### src/design/rebd_pkg.sv
// Shared types and constants for the rotary encoder / push-button debouncer.
// No dependencies; imported by every module of the block.
package rebd_pkg;

    // Debounce depth: number of samples that must agree before a level counts
    localparam int DEBOUNCE_SAMPLES = 8;
    localparam int SLOT_W           = $clog2(DEBOUNCE_SAMPLES);

    // Field widths
    localparam int TICK_W = 32;
    localparam int THR_W  = 16;

    // Stream payload widths (byte padded)
    localparam int IN_FIELDS_W  = 3 + TICK_W;
    localparam int IN_TDATA_W   = ((IN_FIELDS_W + 7) / 8) * 8;
    localparam int OUT_FIELDS_W = 4;
    localparam int OUT_TDATA_W  = ((OUT_FIELDS_W + 7) / 8) * 8;

    // Click threshold after reset, in ticks
    localparam logic [THR_W-1:0] THR_RESET = THR_W'(5000);

    typedef enum logic [1:0] {
        BTN_NONE   = 2'd0,
        BTN_CLICK  = 2'd1,
        BTN_ESCAPE = 2'd2
    } t_btn_event;

    typedef enum logic [1:0] {
        TURN_NONE  = 2'd0,
        TURN_LEFT  = 2'd1,
        TURN_RIGHT = 2'd2
    } t_turn_event;

    // Debounce status of one pin after the current sample is written
    typedef struct packed {
        logic stable;   // all history samples agree
        logic level;    // the agreed level (valid when stable)
    } t_hist_stat;

endpackage

### src/design/rebd_hist.sv
// Sample history for one pin: writes the new sample at the rotating slot and
// reports whether all samples agree. Depends on rebd_pkg.
module rebd_hist (
    input  logic                       i_clk,
    input  logic                       i_rst_n,
    input  logic                       i_adv,
    input  logic [rebd_pkg::SLOT_W-1:0] i_slot,
    input  logic                       i_level,
    output rebd_pkg::t_hist_stat       o_stat
);
    import rebd_pkg::*;

    logic [DEBOUNCE_SAMPLES-1:0] r_hist;
    logic [DEBOUNCE_SAMPLES-1:0] n_hist;

    // Overwrite the sample at the current slot
    always_comb begin
        n_hist         = r_hist;
        n_hist[i_slot] = i_level;
    end

    // Status is taken from the history including this sample
    assign o_stat.stable = (n_hist == '0) || (n_hist == '1);
    assign o_stat.level  = n_hist[0];

    always_ff @(posedge i_clk) begin
        if (!i_rst_n) begin
            r_hist <= '1;
        end else if (i_adv) begin
            r_hist <= n_hist;
        end
    end

endmodule

### src/design/rebd_press.sv
// Button press tracking: stable level, press timestamp and arm flag; decides
// click versus long-press escape. Depends on rebd_pkg.
module rebd_press (
    input  logic                        i_clk,
    input  logic                        i_rst_n,
    input  logic                        i_adv,
    input  rebd_pkg::t_hist_stat        i_stat,
    input  logic [rebd_pkg::TICK_W-1:0] i_now,
    input  logic [rebd_pkg::THR_W-1:0]  i_threshold,
    output rebd_pkg::t_btn_event        o_event
);
    import rebd_pkg::*;

    logic              r_stable;
    logic              r_armed;
    logic [TICK_W-1:0] r_press_time;

    logic              n_stable;
    logic              n_armed;
    logic              n_take_time;
    logic [TICK_W-1:0] elapsed;
    logic [TICK_W-1:0] thr_ext;

    // Elapsed ticks since the press, modulo 2^32
    assign elapsed = i_now - r_press_time;
    assign thr_ext = TICK_W'(i_threshold);

    // Press / release / hold decisions
    always_comb begin
        n_stable    = r_stable;
        n_armed     = r_armed;
        n_take_time = 1'b0;
        o_event     = BTN_NONE;
        if (i_stat.stable) begin
            if (i_stat.level != r_stable) begin
                n_stable = i_stat.level;
                if (!i_stat.level) begin
                    n_take_time = 1'b1;
                    n_armed     = 1'b1;
                end else if (r_armed && (elapsed <= thr_ext)) begin
                    o_event = BTN_CLICK;
                end
            end else if (!i_stat.level && r_armed && (elapsed >= thr_ext)) begin
                o_event = BTN_ESCAPE;
                n_armed = 1'b0;
            end
        end
    end

    always_ff @(posedge i_clk) begin
        if (!i_rst_n) begin
            r_stable <= 1'b1;
            r_armed  <= 1'b1;
        end else if (i_adv) begin
            r_stable <= n_stable;
            r_armed  <= n_armed;
        end
    end

    always_ff @(posedge i_clk) begin
        if (!i_rst_n) begin
            r_press_time <= '0;
        end else if (i_adv && n_take_time) begin
            r_press_time <= i_now;
        end
    end

`ifndef SYNTH
    // Escape disarms, so no click can follow the same press
    a_escape_disarms: assert property (@(posedge i_clk) disable iff (!i_rst_n)
        (i_adv && o_event == BTN_ESCAPE) |=> !r_armed)
        else $error("escape reported but press still armed");

    // A click is only reported on a stable release
    a_click_released: assert property (@(posedge i_clk) disable iff (!i_rst_n)
        (i_adv && o_event == BTN_CLICK) |=> r_stable)
        else $error("click reported without stable release");

    // A new press takes the timestamp of that tick
    a_press_time: assert property (@(posedge i_clk) disable iff (!i_rst_n)
        (i_adv && n_take_time) |=> (r_press_time == $past(i_now)))
        else $error("press time not captured");
`endif

endmodule

### src/design/rotary_encoder_button_debouncer.sv
// Rotary encoder and push-button debouncer with long-press escape. Takes one
// pin sample per request and returns one event request (button event, turn
// event) for each. Throughput is one request per clock while the output is not
// stalled; each request passes through the input register and the result
// register, with all debounce and timing logic in the single stage between.
// The click threshold is written over the configuration channel, which is
// always ready; write it only while no request is in flight.
// Depends on rebd_pkg, rebd_hist and rebd_press.
module rotary_encoder_button_debouncer (
    input  logic                             i_clk,
    input  logic                             i_rst_n,
    // Input stream: [0] button_level, [1] chan_a_level, [2] chan_b_level,
    // [34:3] now_tick, rest zero
    input  logic                             i_s_tvalid,
    output logic                             o_s_tready,
    input  logic [rebd_pkg::IN_TDATA_W-1:0]  i_s_tdata,
    // Output stream: [1:0] button_event, [3:2] turn_event, rest zero
    output logic                             o_m_tvalid,
    input  logic                             i_m_tready,
    output logic [rebd_pkg::OUT_TDATA_W-1:0] o_m_tdata,
    // Configuration: click_threshold
    input  logic                             i_cfg_valid,
    output logic                             o_cfg_ready,
    input  logic [rebd_pkg::THR_W-1:0]       i_cfg_data
);
    import rebd_pkg::*;

    // Input register
    logic              r_in_valid;
    logic              r_in_btn;
    logic              r_in_ca;
    logic              r_in_cb;
    logic [TICK_W-1:0] r_in_now;

    // Result register
    logic              r_out_valid;
    t_btn_event        r_out_bev;
    t_turn_event       r_out_tev;

    logic [THR_W-1:0]  r_threshold;
    logic [SLOT_W-1:0] r_slot;
    logic              r_ca_stable;

    logic              adv;
    t_hist_stat        btn_stat;
    t_hist_stat        ca_stat;
    t_btn_event        n_bev;
    t_turn_event       n_tev;

    // Handshake: stage moves when the result register is free or drains
    assign adv         = r_in_valid && (!r_out_valid || i_m_tready);
    assign o_s_tready  = !r_in_valid || adv;
    assign o_cfg_ready = 1'b1;

    always_ff @(posedge i_clk) begin
        if (!i_rst_n) begin
            r_in_valid <= 1'b0;
        end else if (o_s_tready) begin
            r_in_valid <= i_s_tvalid;
        end
    end

    always_ff @(posedge i_clk) begin
        if (o_s_tready && i_s_tvalid) begin
            r_in_btn <= i_s_tdata[0];
            r_in_ca  <= i_s_tdata[1];
            r_in_cb  <= i_s_tdata[2];
            r_in_now <= i_s_tdata[3 +: TICK_W];
        end
    end

    // Threshold register
    always_ff @(posedge i_clk) begin
        if (!i_rst_n) begin
            r_threshold <= THR_RESET;
        end else if (i_cfg_valid) begin
            r_threshold <= i_cfg_data;
        end
    end

    // Rotating history slot
    always_ff @(posedge i_clk) begin
        if (!i_rst_n) begin
            r_slot <= '0;
        end else if (adv) begin
            if (r_slot == SLOT_W'(DEBOUNCE_SAMPLES - 1)) begin
                r_slot <= '0;
            end else begin
                r_slot <= r_slot + SLOT_W'(1);
            end
        end
    end

    rebd_hist u_btn_hist (
        .i_clk   (i_clk),
        .i_rst_n (i_rst_n),
        .i_adv   (adv),
        .i_slot  (r_slot),
        .i_level (r_in_btn),
        .o_stat  (btn_stat)
    );

    rebd_hist u_ca_hist (
        .i_clk   (i_clk),
        .i_rst_n (i_rst_n),
        .i_adv   (adv),
        .i_slot  (r_slot),
        .i_level (r_in_ca),
        .o_stat  (ca_stat)
    );

    rebd_press u_press (
        .i_clk       (i_clk),
        .i_rst_n     (i_rst_n),
        .i_adv       (adv),
        .i_stat      (btn_stat),
        .i_now       (r_in_now),
        .i_threshold (r_threshold),
        .o_event     (n_bev)
    );

    // Turn direction on a stable channel A edge: B equal to new A means left
    always_comb begin
        n_tev = TURN_NONE;
        if (ca_stat.stable && (ca_stat.level != r_ca_stable)) begin
            n_tev = (r_in_cb == ca_stat.level) ? TURN_LEFT : TURN_RIGHT;
        end
    end

    always_ff @(posedge i_clk) begin
        if (!i_rst_n) begin
            r_ca_stable <= 1'b1;
        end else if (adv && ca_stat.stable) begin
            r_ca_stable <= ca_stat.level;
        end
    end

    // Result register
    always_ff @(posedge i_clk) begin
        if (!i_rst_n) begin
            r_out_valid <= 1'b0;
        end else if (adv) begin
            r_out_valid <= 1'b1;
        end else if (i_m_tready) begin
            r_out_valid <= 1'b0;
        end
    end

    always_ff @(posedge i_clk) begin
        if (adv) begin
            r_out_bev <= n_bev;
            r_out_tev <= n_tev;
        end
    end

    assign o_m_tvalid = r_out_valid;
    assign o_m_tdata  = {(OUT_TDATA_W - OUT_FIELDS_W)'(0), r_out_tev, r_out_bev};

endmodule

### config.mk
export PLATFORM = sky130hd
export DESIGN_NAME = rotary_encoder_button_debouncer
export DESIGN_NICKNAME = d
export VERILOG_FILES = /design/src/design/rebd_pkg.sv /design/src/design/rebd_hist.sv /design/src/design/rebd_press.sv /design/src/design/rotary_encoder_button_debouncer.sv
export SDC_FILE = /design/constraint.sdc
export NUM_CORES = 1
export LEC_CHECK = 0
export BUFFER_PORTS_ARGS = -buffer_cell sky130_fd_sc_hd__buf_2
export CAP_MARGIN = 0
export CORE_ASPECT_RATIO = 1.2
export CORE_MARGIN = 5
export CORE_UTILIZATION = 55
export DETAILED_ROUTE_END_ITERATION = 8
export MAX_ROUTING_LAYER = met4
export PLACE_DENSITY = 0.75
export SLEW_MARGIN = 15
export SYNTH_ARGS = -nofsm -noshare
export SYNTH_HDL_FRONTEND = slang
export SYNTH_HIERARCHICAL = 1
export SYNTH_SLANG_ARGS = --single-unit
### constraint.sdc
create_clock -name i_clk -period 4.27 [get_ports i_clk]
set_clock_uncertainty 0.1 [all_clocks]
set_input_delay 0.854 -clock i_clk [delete_from_list [all_inputs] [get_ports i_clk]]
set_output_delay 0.854 -clock i_clk [all_outputs]
set_load 0.05 [all_outputs]
## Word-level counts from Yosys, hierarchy flattened

Cells that the tools add are included.

| operators by class | value |
|---|---|
| $mul | 0 |
| div/mod/pow operators | 0 |
| reductions and logical operators | 22 |
| add/sub/neg operators | 2 |
| bitwise operators | 0 |
| equal/unequal tests | 7 |
| shifts and indexed selects | 0 |
| order comparisons | 4 |
| multiplexer cells | 18 |

Operators by type and width:

| kind | number |
|---|---|
| >= comparator 32 x 16 -> 1 bit | 1 |
| less-or-equal comparator 32 x 16 -> 1 bit | 1 |
| subtractor 32 bit | 1 |
| bitwise mux 8 bit | 2 |
| equality test 8 bit, second input constant | 2 |
| logical NOT 8 bit | 2 |
| two-way mux 1 bit | 10 |
| logical AND 1 bit | 9 |
| two-way mux 2 bit | 4 |
| logical OR 1 bit | 4 |
| < comparator 3 x 4 -> 1 bit, second input constant | 1 |
| AND reduction 4 bit | 1 |
| nonzero test 2 bit | 2 |
| adder 3 x 1 -> 3 bit, second input constant | 1 |
| demux 1 bit (select 3 bit) | 1 |
| equality test 3 bit, second input constant | 1 |
| >= comparator 3 x 1 -> 1 bit, second input constant | 1 |
| logical NOT 1 bit | 3 |
| two-way mux 3 bit | 1 |
| AND reduction 3 bit | 1 |
| != test 1 bit | 2 |
| != test 2 bit, second input constant | 1 |
| equality test 1 bit | 1 |

| storage, ports and cells | value |
|---|---|
| output and inout bits | 11 |
| bits in registers | 111 |
| input port bits | 61 |
| logic and storage cells | 69 |
| bits in writable memories | 0 |
| memory bits (read-only) | 0 |
| bits in latches | 0 |
| memories | 0 |

## Logic depth before layout (Yosys ltp)

| depth | value |
|---|---|
| word-level depth | 10 |
| gate-level depth with buffers | 20 |
| mapped depth without buffers | 20 |

## Hierarchy

Netlist, hierarchy kept.

By module, submodules not included:

| module | area an instance (um^2) | cells an instance | seq. area each (um^2) | times used |
|---|---|---|---|---|
| rebd_press | 3719.8 | 525 | 680.7 | 1 |
| rotary_encoder_button_debouncer | 2134.5 | 136 | 1611.5 | 1 |
| rebd_hist | 604.3 | 74 | 160.2 | 2 |

## Worst setup path before layout

No wires, ideal clock.

| timing path | value |
|---|---|
| path type | register to register |
| from | register r_in_now[1] |
| to | register r_out_bev[1], data pin |
| period minus slack after synthesis | 3.509 ns |
| library setup time | 0.252 ns |
| required time | 3.918 ns |
| stages on the path, launching flop included | 17 |
| setup slack | 0.761 ns |
| buffers on the path | 0 |
| arrival time | 3.157 ns |
| path through | edfxtp_1 ha_1 nor2b_1 o2111a_1 or2_2 a21o_1 a21oi_1 xnor2_1 ha_1 a2111oi_0 a31oi_1 a21oi_1 o21ai_0 nor2b_1 nand4_1 nor2_1 nor2_1 |

| on the way | value |
|---|---|
| word-level cells in the longest chain between the ends | 5 |

Ends and longest elaborated chain:

| item | line | RTL |
|---|---|---|
| from (decl) | rotary_encoder_button_debouncer.sv:33 | `logic [TICK_W-1:0] r_in_now;` |
| from (signal assigned) | rotary_encoder_button_debouncer.sv:68 | `r_in_now <= i_s_tdata[3 +: TICK_W];` |
| subtractor 32 bit | rebd_press.sv:25 | `assign elapsed = i_now - r_press_time;` |
| >= comparator 32 x 16 -> 1 bit | rebd_press.sv:43 | `end else if (!i_stat.level && r_armed && (elapsed >= thr_ext)) begin` |
| logical AND 1 bit | rebd_press.sv:43 |  |
| two-way mux 2 bit | rebd_press.sv:43 |  |
| two-way mux 2 bit | rebd_press.sv:35 | `if (i_stat.level != r_stable) begin` |
| to (signal assigned) | rotary_encoder_button_debouncer.sv:151 | `r_out_bev <= n_bev;` |
| to (decl) | rotary_encoder_button_debouncer.sv:37 | `t_btn_event r_out_bev;` |

Every way passes these cells.
A chain may end at the register's enable or synchronous reset.

## Final worst setup path

Ends and elaborated chain as after synthesis.

==> impl_metrics.json <==
{
  "synth_area_mm2": 0.00706,
  "cp_max_fo": 3,
  "first_iter_violations": 322,
  "synth_edf_count": 39,
  "maxCapViolCount": 0,
  "worstPathRequired_ps": 4290,
  "syn_area_per_cell_um2": 8.73,
  "die_area_mm2": 0.0152,
  "synth_ff_type": "dfxtp_1",
  "final_cells": 1019,
  "die_height_um": 134,
  "cts_inserted_buffers": 9,
  "setup-violations-final": 0,
  "maxSlewHeadroom_pct": 38.0,
  "first_pass_iters": 5,
  "ctsLongestPathBuffers": 2,
  "leakage_nw": 3.04,
  "overflow": 0,
  "dp.cells": 1003,
  "layout.nets": 962,
  "clkLatencyLatePin_ps": 360,
  "max_freq_ghz": 0.256,
  "grt_pass1_vias": 5810,
  "gp_congestion": 0.862,
  "grt_max_degree": 76,
  "h-tree-depth": 3,
  "worstMarginPinSlew_ps": 930,
  "synth_top_cells_by_area": "dfxtp_1 20%, edfxtp_1 17%, ha_1 8.9%",
  "grt_setup_unrepaired": "false",
  "synth_commonest_cells": "131 x nand2_1, 72 x dfxtp_1, 63 x inv_1",
  "hold_viol": 0,
  "vias_per_cell": 5.72,
  "maxSlewViolCount": 0,
  "antenna_left": 0,
  "path_class": "flip-flop to flip-flop",
  "yosysMostFrequentCell": "nand2_1",
  "power_density_mw_per_mm2": 320,
  "yosysTopAreaCell": "dfxtp_1",
  "tns_ps": 0,
  "async_flop_share_pct": 0,
  "finalCritPeriodShare_pct": 91.4,
  "hold_path.class": "flip-flop to flip-flop",
  "grt_pass1_wl_um": 26400,
  "route.detailed.drc": 0,
  "ys_seq_area_share_pct": 37.0,
  "start_util_pct": 56.0,
  "cts_tree": "yes",
  "wl_per_cell_um": 15.4,
  "syn2layout_area_growth_pct": 9.03,
  "finalWirelength_um": 15700,
  "finalCriticalPeriod_ps": 3900,
  "start_kind": "flip-flop",
  "post_dp_cell_area_mm2": 0.00742,
  "vdd_drop_max_v": 0.000184,
  "cts_root_buffer": "clkbuf_16",
  "status": "completed",
  "clkSlewWorstSetupHoldPaths_ps": 80,
  "port_buffers": 61,
  "fill_cells": 1112,
  "antenna_found_initial": 0,
  "synthCells": 809,
  "stdcell_area_mm2": 0.00770,
  "vias": 5833,
  "synth.distinct_cells": 75,
  "dp_hpwl_um": 11700,
  "cts_num_sinks": 111,
  "rows": 45,
  "grt_usage_pct": 21.8,
  "die_x_um": 113,
  "io_pins": 72,
  "yosys_warnings": 6,
  "end_kind": "flip-flop",
  "diodes": 0,
  "ys_seq_elements": 111,
  "drive_gt1_share_pct": 13.3,
  "synth_top_area_share_pct": 20.4,
  "fp.coreArea_mm2": 0.0126,
  "worst_ep_arrival_time_ps": 3930
}
==> flip-flops by register name (all words and copies together) (netlist names), 2 cells and up <==
| register | flops |
|---|---|
| u_btn_hist/r_hist | 8 |
| r_slot | 3 |
| r_in_now | 32 |
| u_ca_hist/r_hist | 8 |
| r_out_bev | 2 |
| u_press/r_press_time | 32 |
| r_out_tev | 2 |
| r_threshold | 16 |
==> cell usage in the layout, fill, tap and decap left out, drive strengths merged, types with 8 or more instances in the layout <==
master | synthesis | final
nand2 | 133 | 133
dfxtp | 72 | 72
buf | 20 | 67
inv | 63 | 64
ha | 50 | 50
a21oi | 46 | 46
edfxtp | 39 | 39
a21boi | 36 | 36
o21ai | 35 | 35
mux2i | 33 | 33
nor2 | 32 | 32
nor2b | 20 | 20
o211ai | 16 | 16
nand4 | 15 | 15
nand3 | 14 | 14
xnor2 | 14 | 14
o22ai | 11 | 11
o21a | 11 | 11
a21o | 10 | 10
clkbuf | 20 | 9
and3 | 9 | 9
nand2b | 8 | 8
a31oi | 8 | 8
==> per-stage QoR <==
stage	setup WS [ps]	util (%)	hold slack (ps)	total power, mW
global placement	457	58.9	355	1.68
finish	365	61.1	364	2.47
detailed placement	349	58.9	363	1.70
floorplan	761	-	341	1.57
global route	48.0	61.1	390	2.60
CTS	323	61.0	372	2.49
==> repair_timing <==
action,4_1_cts,5_1_grt
hold buffers,0,0
setup endpoints to repair,0,1
gates resized for setup,0,1
endpoints found under the hold margin,0,0
setup buffers,0,0
==> power by group <==
group,leakage (nW),internal [mW],switching [mW]
Combinational,1.94,0.205,0.297
Clock,0.124,0.396,0.391
Sequential,0.967,1.14,0.0357
Total,3.04,1.74,0.723
==> path summary, 6_finish.rpt <==
| path | to | depth (start not counted) | slack (ps) | from |
|---|---|---|---|---|
| max | r_out_bev[1] | 16 | 370 | r_in_now[1] |
| max reg2reg | r_out_bev[1] | 16 | 370 | r_in_now[1] |
| min reg2reg | u_press/r_press_time[21] | 2 | 360 | u_press/r_press_time[21] |
| min | u_press/r_press_time[21] | 2 | 360 | u_press/r_press_time[21] |
==> cells by family (layout without fill, tap and decap cells) <==
kind of cell	Yosys count	count (layout)	synth area share (%)
DFF	111	111	37.0
and+or+nand+nor	277	277	19.6
AOI/OAI and AO/OA	211	211	20.6
buffers and inverters	103	146	6.29
muxes	33	33	4.68
xor gates and xnor gates	21	21	2.60
other	2	5	0.106
adders and majority gates	51	51	9.14
==> metal layers <==
| layer | GRT usage, % | up-vias | wire length [µm] |
|---|---|---|---|
| met2 | 37.5 | 166 | 7990 |
| met1 | 24.6 | 2684 | 6560 |
| met4 | 9.35 | 0 | 386 |
| li1 | - | 2951 | - |
| met3 | 4.29 | 32 | 778 |
| met5 | - | - | 0 |
==> layout make-up <==
type	count	area [µm²]	share of cell area, %
Clock buffer	9	225	2.92
Clock inverter	7	48.8	0.634
Inverter	63	236	3.07
Multi-Input combinational cell	598	4020	52.2
Sequential cell	111	2610	33.9
Tap cell	164	205	2.66
Timing Repair Buffer	67	353	4.58
==> worst max-delay path, cell delays in order (launching register included) <==
cell and delay (ps):
edfxtp_1 420, ha_1 310, nor2b_1 140, o2111a_1 280
or2_2 310, a21o_1 180, a21oi_1 170, xnor2_1 150
ha_1 280, a2111oi_1 400, a31oi_1 150, a21oi_1 120
o21ai_0 180, nor2b_1 150, nand4_1 130, nor2_1 110
nor2_1 60
Power figures use the tool's default switching activity.
